**src/rtl/cleb_pkg.sv**
```systemverilog
// Shared types and constants for the console line edit buffer.
// Holds the word structs of both channels, key codes and the echo kind codes.
// No dependencies.
package cleb_pkg;

  localparam int CLEB_DEPTH = 128;

  localparam logic MODE_KEY  = 1'b0;
  localparam logic MODE_READ = 1'b1;

  localparam logic [7:0] KEY_NUL    = 8'h00;
  localparam logic [7:0] KEY_CTRL_D = 8'h04;
  localparam logic [7:0] KEY_CTRL_H = 8'h08;
  localparam logic [7:0] KEY_NL     = 8'h0A;
  localparam logic [7:0] KEY_CR     = 8'h0D;
  localparam logic [7:0] KEY_CTRL_U = 8'h15;
  localparam logic [7:0] KEY_CTRL_X = 8'h18;
  localparam logic [7:0] KEY_DEL    = 8'h7F;

  typedef enum logic [1:0] {
    ECHO_NONE  = 2'd0,
    ECHO_CHAR  = 2'd1,
    ECHO_ERASE = 2'd2
  } echo_kind_t;

  typedef struct packed {
    logic       mode;
    logic [7:0] key;
    logic       read_first;
  } cleb_in_t;

  typedef struct packed {
    echo_kind_t echo_kind;
    logic [7:0] echo_char;
    logic [7:0] erase_count;
    logic       wake;
    logic       read_valid;
    logic [7:0] read_char;
    logic       read_end;
    logic       read_empty;
  } cleb_out_t;

endpackage

```
**src/rtl/cleb_ram.sv**
```systemverilog
// Generic single-port-write, single-port-read RAM with a registered read.
// Used for the line store of the console line edit buffer. No dependencies.
module cleb_ram #(
  parameter int WIDTH = 8,
  parameter int DEPTH = 128
) (
  input  logic                     clk,
  input  logic                     wr_en,
  input  logic [$clog2(DEPTH)-1:0] wr_addr,
  input  logic [WIDTH-1:0]         wr_data,
  input  logic [$clog2(DEPTH)-1:0] rd_addr,
  output logic [WIDTH-1:0]         rd_data
);

  logic [WIDTH-1:0] mem [DEPTH];

  always_ff @(posedge clk) begin
    if (wr_en) begin
      mem[wr_addr] <= wr_data;
    end
    rd_data <= mem[rd_addr];
  end

endmodule

```
**src/rtl/console_line_edit_buffer_unit.sv**
```systemverilog
// Cooked-mode console input buffer: a ring of DEPTH characters with read,
// committed and edit pointers. Depends on cleb_pkg and cleb_ram.
//
// Usage: one input channel (in_valid, in_stall, in_word) carries either a
// key received from the UART or a request for one character from a reader.
// Every accepted word produces exactly one result word on the output channel
// (out_valid, out_stall, out_word), in order.
// A word accepted at a clock edge sits in the input register, is handled
// there and its result is written into the output register, from which
// out_valid and out_word are driven.
// Throughput is one word per clock cycle while the receiver does not stall;
// the pointer update is combinational, and the character at the read pointer
// is read early from the line store's registered port, so reads never wait.
// While the receiver stalls, the result is held and the input register
// fills; in_stall then rises until the result is taken.
// Synchronous active-low reset empties the ring (all three pointers to zero)
// and drops any words in flight; the line store itself is not cleared.
module console_line_edit_buffer_unit #(
  parameter int DEPTH = cleb_pkg::CLEB_DEPTH
) (
  input  logic               clk,
  input  logic               rst_n,
  input  logic               in_valid,
  output logic               in_stall,
  input  cleb_pkg::cleb_in_t  in_word,
  output logic               out_valid,
  input  logic               out_stall,
  output cleb_pkg::cleb_out_t out_word
);

  import cleb_pkg::*;

  localparam int PTR_W = $clog2(2 * DEPTH);
  localparam int IDX_W = $clog2(DEPTH);
  localparam logic [PTR_W-1:0] PTR_MAX   = PTR_W'(2 * DEPTH - 1);
  localparam logic [PTR_W-1:0] PTR_DEPTH = PTR_W'(DEPTH);
  localparam logic [PTR_W-1:0] LAST_FREE = PTR_W'(DEPTH - 1);

  function automatic logic [PTR_W-1:0] ptr_inc(input logic [PTR_W-1:0] p);
    return (p == PTR_MAX) ? '0 : p + PTR_W'(1);
  endfunction

  function automatic logic [PTR_W-1:0] ptr_dec(input logic [PTR_W-1:0] p);
    return (p == '0) ? PTR_MAX : p - PTR_W'(1);
  endfunction

  function automatic logic [PTR_W-1:0] ring_dist(input logic [PTR_W-1:0] a,
                                                 input logic [PTR_W-1:0] b);
    return (a >= b) ? a - b : a + (PTR_MAX - b) + PTR_W'(1);
  endfunction

  function automatic logic [IDX_W-1:0] ptr_idx(input logic [PTR_W-1:0] p);
    logic [PTR_W-1:0] q;
    q = (p >= PTR_DEPTH) ? p - PTR_DEPTH : p;
    return q[IDX_W-1:0];
  endfunction

  logic             in_vld_r;
  cleb_in_t         in_word_r;
  logic             out_vld_r;
  cleb_out_t        out_word_r;
  logic [PTR_W-1:0] read_ptr_r, read_ptr_nxt;
  logic [PTR_W-1:0] commit_ptr_r, commit_ptr_nxt;
  logic [PTR_W-1:0] edit_ptr_r, edit_ptr_nxt;
  logic             byp_r;
  logic [7:0]       byp_data_r;

  logic             advance;
  logic             work;
  cleb_out_t        res;
  logic             wr_en;
  logic [7:0]       wr_data;
  logic [IDX_W-1:0] wr_idx;
  logic [IDX_W-1:0] rd_idx;
  logic [7:0]       rd_data;
  logic [7:0]       head_char;
  logic [PTR_W-1:0] dist_ec;
  logic [PTR_W-1:0] dist_er;
  logic [7:0]       ch;

  assign advance   = !out_vld_r || !out_stall;
  assign work      = in_vld_r && advance;
  assign in_stall  = in_vld_r && !advance;
  assign out_valid = out_vld_r;
  assign out_word  = out_word_r;

  assign head_char = byp_r ? byp_data_r : rd_data;
  assign dist_ec   = ring_dist(edit_ptr_r, commit_ptr_r);
  assign dist_er   = ring_dist(edit_ptr_r, read_ptr_r);
  assign wr_idx    = ptr_idx(edit_ptr_r);
  assign rd_idx    = ptr_idx(read_ptr_nxt);
  assign ch        = (in_word_r.key == KEY_CR || in_word_r.key == KEY_CTRL_D) ?
                     KEY_NL : in_word_r.key;

  always_comb begin
    res            = '0;
    wr_en          = 1'b0;
    wr_data        = ch;
    read_ptr_nxt   = read_ptr_r;
    commit_ptr_nxt = commit_ptr_r;
    edit_ptr_nxt   = edit_ptr_r;
    if (work) begin
      if (in_word_r.mode == MODE_KEY) begin
        unique case (in_word_r.key) inside
          KEY_NUL, KEY_CTRL_X: begin
          end
          KEY_CTRL_U: begin
            edit_ptr_nxt = commit_ptr_r;
            if (dist_ec != '0) begin
              res.echo_kind   = ECHO_ERASE;
              res.erase_count = ({8'd0, dist_ec} > (PTR_W + 8)'(255)) ?
                                8'hFF : 8'(dist_ec);
            end
          end
          KEY_CTRL_H, KEY_DEL: begin
            if (edit_ptr_r != commit_ptr_r) begin
              edit_ptr_nxt    = ptr_dec(edit_ptr_r);
              res.echo_kind   = ECHO_ERASE;
              res.erase_count = 8'd1;
            end
          end
          default: begin
            if (dist_er < PTR_DEPTH) begin
              res.echo_kind = ECHO_CHAR;
              res.echo_char = ch;
              wr_en         = 1'b1;
              edit_ptr_nxt  = ptr_inc(edit_ptr_r);
              if (ch == KEY_NL || dist_er == LAST_FREE) begin
                commit_ptr_nxt = ptr_inc(edit_ptr_r);
                res.wake       = 1'b1;
              end
            end
          end
        endcase
      end else begin
        if (read_ptr_r == commit_ptr_r) begin
          res.read_empty = 1'b1;
        end else if (head_char == KEY_NL) begin
          res.read_end = 1'b1;
          if (in_word_r.read_first) begin
            read_ptr_nxt = ptr_inc(read_ptr_r);
          end
        end else begin
          res.read_valid = 1'b1;
          res.read_char  = head_char;
          read_ptr_nxt   = ptr_inc(read_ptr_r);
        end
      end
    end
  end

  cleb_ram #(
    .WIDTH (8),
    .DEPTH (DEPTH)
  ) u_line_store (
    .clk     (clk),
    .wr_en   (wr_en),
    .wr_addr (wr_idx),
    .wr_data (wr_data),
    .rd_addr (rd_idx),
    .rd_data (rd_data)
  );

  always_ff @(posedge clk) begin
    if (!rst_n) begin
      in_vld_r     <= 1'b0;
      out_vld_r    <= 1'b0;
      read_ptr_r   <= '0;
      commit_ptr_r <= '0;
      edit_ptr_r   <= '0;
      byp_r        <= 1'b0;
    end else begin
      if (!in_vld_r || advance) begin
        in_vld_r <= in_valid;
      end
      if (advance) begin
        out_vld_r <= in_vld_r;
      end
      read_ptr_r   <= read_ptr_nxt;
      commit_ptr_r <= commit_ptr_nxt;
      edit_ptr_r   <= edit_ptr_nxt;
      byp_r        <= wr_en && (wr_idx == rd_idx);
    end
  end

  always_ff @(posedge clk) begin
    if (!in_vld_r || advance) begin
      in_word_r <= in_word;
    end
    if (work) begin
      out_word_r <= res;
    end
    byp_data_r <= wr_data;
  end

endmodule
```
**config.mk**
```make
export PLATFORM = sky130hd
export DESIGN_NAME = console_line_edit_buffer_unit
export DESIGN_NICKNAME = d
export VERILOG_FILES = /design/src/rtl/cleb_pkg.sv /design/src/rtl/cleb_ram.sv /design/src/rtl/console_line_edit_buffer_unit.sv
export SDC_FILE = /design/constraint.sdc
export NUM_CORES = 1
export LEC_CHECK = 0
export BUFFER_PORTS_ARGS = -buffer_cell sky130_fd_sc_hd__buf_2
export CORE_UTILIZATION = 50
export DETAILED_ROUTE_END_ITERATION = 12
export GPL_TIMING_DRIVEN = 0
export HOLD_SLACK_MARGIN = 0.15
export PLACE_DENSITY = 0.75
export SYNTH_ARGS = -nofsm -noshare
export SYNTH_HDL_FRONTEND = slang
export SYNTH_SLANG_ARGS = --single-unit
```
**constraint.sdc**
```tcl
create_clock -name clk -period 4.4 [get_ports clk]
set_clock_uncertainty 0.15 [all_clocks]
set_input_delay 0.88 -clock clk [delete_from_list [all_inputs] [get_ports clk]]
set_output_delay 0.88 -clock clk [all_outputs]
set_load 0.02 [all_outputs]
```
==> impl_results.md, run 1 <==
* Max-slew headroom at 0.1712
* CP arrival at 4870 ps
* Sw frac at 0.2095
* Routed length per instance at 27.95 um
* Worst slew pin tran at 1242 ps
* CTS tree: done
* Biggest area consumer among synthesized cells: edfxtp_1
* Initial core utilization at 0.5055
* P_int at 16860 uW
* Comb pwr share at 0.030
* GRT overflow at 0
* Via Count at 28905
* Synthesis Warnings at 0
* Drt first pass iters at 7
* CTS buffer count at 108
* WHS at 202.4 ps
* Startpoint types: flop
* Port buffer count at 45
* Status: finished, violations left
* Static Leak at 0.01697 uW
* Vias in the first global route at 27822
* RSZ-0062 raised after global routing: true
* R2r worst-path depth at 14
* Clock root cell: clkbuf_16
* Syn_area_per_cell at 14.87 um2
* Pwr dens at 402.6 nW/um2
* Post-synth top cells: 1064 x edfxtp_1, 514 x nand2_1, 209 x nor2_1
* Top-count cell post-synth: edfxtp_1
* Share of cells above drive strength 1 at 0.2039
* Ports at 46
* Area contributors post-synth: edfxtp_1 70%, mux4_2 5.2%, nand2_1 4.2%
* Worst IR Drop VDD at 316.1 uV
* Net Switching at 4469 uW
* DIE HEIGHT at 303.9 um
* Antenna Violating Nets Remaining at 0
* Setup TNS at -162.7 ps
* Final period demand of the worst path at 4455 ps
* Slew Limit Fails at 0
* Post-synthesis sequential area ratio at 0.7200
* Routed WL at 126600 um
* GR Layer Usage met1 at 0.3628
* Area of the core at 90150 um2
* Critical Path End Type: flop
* First-pass GRT wire length at 182700 um
* FP Rows at 110
* DRC at 0
* Seq. cell area at 32810 um2
* Flop and latch count out of synthesis at 1107
* EDFF count, synth at 1064
* Synth cell types at 78
* Clk slew on worst S/H paths at 60 ps
* Asr flop ratio synth at 0
* GR Layer Usage met3 at 0.06532
* Initial antenna violation count at 1
* Failing checks: negative setup slack
* Ant. Diodes at 0
* Max cap viols at 0
* Grt peak-use layer: met2
* Fin crit share at 1.012
* Placer congestion estimate at 0.9506
* GRT Util Overall at 0.2689
* Critical Path Fanout Max at 10
* Worst Hold Path Cells at 1
* CTS sink cnt at 1107
* Sequential share of power at 0.545
* Clock buffer depth at 3
* Area grow syn2layout at 16.25%
* Largest net degree at the start of global routing at 78
* DRT iter0 DRCs at 4473
* Die W at 303.9 um
* Number of nets in the layout at 3309
* Fillers at 6494
* Synthesized instance count at 3064
* GR met2 Demand/Resource at 0.4173
* Max frequency at 224.5 MHz
* Final Setup Violations at 11
* Die ar. at 92360 um2
* Synthesized Nets at 3101
* Multi-input gate area at 13170 um2
* Setup ws final at -54.97 ps
* Worst skew pair latency at 700 ps
* Htree depth at 3
* Final Hold Viols at 0
* Top FF cell, synth: edfxtp_1
* Hold Crit Class: in2reg
* Worst path required time at 4810 ps
* Synth top area share at 0.7011
* Synthesized cell area at 45570 um2
* Critical path type: reg2reg
* R2R Setup Slk at -50 ps
* Post-DP HPWL at 81940 um
* DR vias/cell at 6.379
* Clk network pwr share at 0.425
through the flow:
| stage | worst slack, ps | cell area [um2] | util | std cells | power (uW) |
|---|---|---|---|---|---|
| 3_5_place_dp | -2010 | 47550 | 0.5275 | 4294 | 12430 |
| 3_3_place_gp | -2034 | 47270 | 0.5243 | 4285 | 12440 |
| 5_1_grt | -128.7 | 52980 | 0.5877 | 4531 | 21740 |
| 4_1_cts | -212.9 | 52270 | 0.5798 | 4509 | 21280 |
| 2_1_floorplan | 368.7 | 45570 | - | 3064 | 12190 |
| 6_report | -54.97 | 52980 | 0.5877 | 4531 | 21330 |
cell families after synthesis:
logic type      after synthesis  share of synthesized area
compound gates              358                    0.05288
xor+xnor                     44                   0.009033
fa+ha+maj                    23                   0.006809
buf+inv                     195                    0.02076
flops                      1107                     0.7200
mux                         262                    0.08676
simple gates               1075                     0.1038
placed cells by master, fill, tap and decap left out, types with 30 or more instances in the layout:
master	n
a21oi_1	85
a31oi_1	42
buf_2	69
buf_4	53
clkbuf_1	85
clkbuf_16	112
dfxtp_1	41
edfxtp_1	1064
mux2i_1	143
mux4_2	105
nand2_1	511
nand3_1	198
nand4_1	45
nor2_1	78
nor2_2	30
nor2_4	101
o21ai_0	45
xnor2_1	31
per-layer routing:
metal | wire (um) | part of all wire
met5 | 13 | 0.00010
met1 | 46600 | 0.37
met3 | 15730 | 0.12
met4 | 6037 | 0.048
met2 | 58260 | 0.46
registers in the layout, summed over array words and instances, names as in the netlist:
signal and cells:
read_ptr_r 8, byp_data_r 8, in_word_r 10, in_vld_r 1, out_word 30, out_valid 1, commit_ptr_r 8, edit_ptr_r 8
u_line_store.rd_data 8, u_line_store.mem 1024, byp_r 1
worst paths after layout:
kind | endpoint | from
max | u_line_store.rd_data[4]$_DFF_P_ | byp_r$_SDFF_PN0_
min | in_word_r[4]$_DFFE_PN_ | in_word[4]
max reg2reg | u_line_store.rd_data[4]$_DFF_P_ | byp_r$_SDFF_PN0_
min reg2reg | out_valid$_SDFFE_PN0P_ | in_vld_r$_SDFFE_PN0N_
worst max-delay path: stages (launching register included):
cell and delay (ps):
dfxtp_1 320, or4_1 550, o22a_2 290, a211o_4 350, and3_4 250, xnor2_4 180, buf_12 150, buf_6 170
buf_6 210, mux4_2 340, a22o_1 220, a211oi_1 340, nand3_1 260, nor3_4 380, nor4_2 130
final cells by class:
type / instances / area share
Inverter: 31 / 0.002291
Multi-Input combinational cell: 1762 / 0.2485
Buffer: 161 / 0.02057
Clock inverter: 44 / 0.007817
Tap cell: 1176 / 0.02777
Sequential cell: 1107 / 0.6194
Clock buffer: 149 / 0.05647
Timing Repair Buffer: 101 / 0.01717
power by group through the flow:
stage / Combinational [uW] / Sequential, uW / Clock (uW)
2_1_floorplan: 310 / 11900 / 0
3_3_place_gp: 529 / 11900 / 0
3_5_place_dp: 577 / 11900 / 0
4_1_cts: 610 / 11600 / 9040
5_1_grt: 676 / 11600 / 9440
6_report: 642 / 11600 / 9060
repair_timing:
action	in CTS	in global routing
gates resized for setup	294	133
setup endpoints to repair	1041	956
hold buffers	0	0
setup buffers	23	24
pin swaps	18	27
Power figures use the tool's default switching activity.
==> inputs of run 2 (changes only) <==
CORE_UTILIZATION = 63   (was 50)
PLACE_DENSITY = 0.89   (was 0.75)
SYNTH_HIERARCHICAL = 1   (was not set)
==> impl_results.md, run 2 <==
* Synthesized cell area at 44260 um2 (-2.9%)
* CP arrival at 4950 ps (+80 ps)
* FP Rows at 96 (-13%)
* DRC at 0 (unchanged)
* Max cap viols at 0 (unchanged)
* Worst skew pair latency at 720 ps (+20 ps)
* Cell total after placement at 3079 (-28%)
* DRT iter0 DRCs at 3938 (-12%)
* Commonest non-fill, non-tap cell in the layout: edfxtp_1
* Area grow syn2layout at 15.97%
* Critical Path End Type: flop
* WHS at 205.0 ps (+2.672 ps)
* Non-filler cells, final at 3339 (-26%)
* Most frequent cells in the layout: 1064 x edfxtp_1, 336 x mux4_2, 113 x clkbuf_16, 71 x nor2_1, 65 x buf_4
* Sequential share of power at 0.538 (-0.007)
* Post-synth top cells: 1064 x edfxtp_1, 336 x mux4_2, 154 x nor2_1
* DIE HEIGHT at 267.1 um (-12%)
* Total chip power at 21650 uW (+1.5%)
* Critical Path Fanout Max at 9 (-1)
* Placer congestion estimate at 0.9285 (-2.3%)
* Critical path type: reg2reg
* Synthesized instance count at 2095 (-32%)
* CTS sink cnt at 1107 (unchanged)
* Initial antenna violation count at 9 (+8)
* Antenna Violating Nets Remaining at 0 (unchanged)
* CTS tree: done
* Final period demand of the worst path at 4542 ps (+86.53 ps)
* Failing checks: negative setup slack
* Slew Limit Fails at 0 (unchanged)
* RSZ-0062 raised after global routing: true
* Max-slew headroom at 0.2505 (+0.07922)
* Asr flop ratio synth at 0 (unchanged)
* Port buffer count at 45 (unchanged)
* Setup ws final at -141.5 ps (-86.53 ps)
* Drt first pass iters at 7 (unchanged)
* Top-count cell post-synth: edfxtp_1
* Synthesis Warnings at 6 (+6)
* Ports at 46 (unchanged)
* GRT Util Overall at 0.3566 (+0.08767)
* Placement Setup Slack at -2347 ps (-337.2 ps)
* Fin crit share at 1.032 (+0.01967)
* Startpoint types: flop
* Final Setup Violations at 19 (+8)
* Setup TNS at -619.8 ps (-457.1 ps)
* Worst slew pin tran at 1118 ps (-124.0 ps)
* Synth cell types at 79 (+1.3%)
* Pwr dens at 421.9 nW/um2 (+4.8%)
* Clock buffer depth at 3 (unchanged)
* Vias in the first global route at 24325 (-13%)
* Status: finished, violations left
* DR vias/cell at 7.411 (+16%)
* Number of nets in the layout at 2354 (-29%)
* Synthesized Nets at 2130 (-31%)
* Routed length per instance at 39.35 um (+41%)
* First-pass GRT wire length at 174300 um (-4.6%)
* Flop and latch count out of synthesis at 1107 (unchanged)
* Post-synthesis sequential area ratio at 0.7413 (+0.02133)
* Net Switching at 4624 uW (+3.5%)
* Top FF cell, synth: edfxtp_1
* Worst IR Drop VDD at 344.8 uV (+9.1%)
* Sw frac at 0.2135 (+0.004017)
* Die ar. at 71320 um2 (-23%)
* Max frequency at 220.2 MHz (-1.9%)
* Share of cells above drive strength 1 at 0.3586 (+0.1547)
* Via Count at 24746 (-14%)
* Largest register FFs at 1024 (unchanged)
* Area of the core at 69070 um2 (-23%)
* P_int at 17030 uW (+1.0%)
* Die W at 267.1 um (-12%)
* Clock root cell: clkbuf_16
* CTS buffer count at 104 (-3.7%)
* Hold buffers post-CTS at 0 (unchanged)
* Static Leak at 0.01580 uW (-6.9%)
* Biggest area consumer among synthesized cells: edfxtp_1
* Htree depth at 3 (unchanged)
* Clk network pwr share at 0.419 (-0.006)
* Final Hold Viols at 0 (unchanged)
* Initial core utilization at 0.6409 (+0.1353)
* Worst path required time at 4810 ps (about the same)
* Clk slew on worst S/H paths at 60 ps (about the same)
* Comb pwr share at 0.043 (+0.013)
* Area contributors post-synth: edfxtp_1 72%, mux4_2 17%, dfxtp_1 1.9%
* Synth top area share at 0.7219 (+0.02077)
* Syn_area_per_cell at 21.13 um2 (+42%)
* GRT overflow at 0 (unchanged)
* Post-DP HPWL at 72680 um (-11%)
* EDFF count, synth at 1064 (unchanged)
* Hold Crit Class: in2reg
* Largest Register: u_line_store/mem
* Largest net degree at the start of global routing at 97 (+24%)
* Routed WL at 131400 um (+3.7%)
run 2: layout make-up:
type | count | area, um2
Sequential cell | 1107 | 32840
Fill cell | 3412 | 17740
Multi-Input combinational cell | 848 | 11460
Clock buffer | 148 | 2900
Buffer | 113 | 1234
Tap cell | 931 | 1165
Timing Repair Buffer | 120 | 1120
Clock inverter | 40 | 495.5
Inverter | 25 | 101.3
Antenna cell | 7 | 17.52
run 2: worst max-delay path, stage by stage, from the launching register on:
cell,delay [ps]
edfxtp_1,560
and2_4,280
o21ai_4,90
nor2_4,130
buf_6,160
nand2_4,60
o21ai_4,180
buf_12,200
buf_12,130
buf_16,160
buf_12,140
mux4_2,560
mux4_2,590
mux4_2,600
mux2_4,360
run 2: worst paths after layout:
check | startpoint | end | slack [ps] | cells after the start
max reg2reg | in_word_r[9]$_DFFE_PN_ | u_line_store/rd_data[6]$_DFF_P_ | -140 | 14
max | in_word_r[9]$_DFFE_PN_ | u_line_store/rd_data[6]$_DFF_P_ | -140 | 14
min reg2reg | read_ptr_r[7]$_SDFFE_PN0P_ | read_ptr_r[7]$_SDFFE_PN0P_ | 420 | 2
min | in_word[9] | in_word_r[9]$_DFFE_PN_ | 210 | 1
run 2: repair_timing:
| item | 4_1_cts | 5_1_grt |
|---|---|---|
| setup endpoints to repair | 1032 | 964 |
| cloned | 3 | 5 |
| buffers inserted | 23 | 37 |
| gates resized for setup | 222 | 63 |
| pin swaps | 16 | 9 |
run 2: kinds of logic after synthesis:
group / count (synthesis) / share of synthesized area
flops: 1107 / 0.7413
compound gates: 81 / 0.01413
fa+ha+maj: 21 / 0.006276
xor+xnor: 38 / 0.007689
buf+inv: 141 / 0.01473
mux: 364 / 0.1775
simple gates: 343 / 0.03833
run 2: stage by stage:
| stage | util | cell area (um2) |
|---|---|---|
| final | 0.7432 | 51330 |
| after global routing | 0.7429 | 51310 |
| after CTS | 0.7338 | 50680 |
| after detailed placement | 0.6699 | 46270 |
| after global placement | 0.6662 | 46010 |
| after floorplan | - | 44620 |
run 2: power by group through the flow:
stage	combinational [uW]	sequential (uW)	clock (uW)
2_1_floorplan	487	11900	0
3_3_place_gp	733	11900	0
3_5_place_dp	810	11900	0
4_1_cts	845	11600	9040
5_1_grt	950	11600	9440
6_report	936	11600	9070
run 2: layer usage:
metal | up-vias | track usage | share of wire
li1 | 9146 | - | -
met1 | 12530 | 0.4354 | 0.31
met2 | 2383 | 0.5784 | 0.48
met3 | 671 | 0.1104 | 0.13
met4 | 16 | 0.1848 | 0.081
met5 | - | 0 | 0.0013
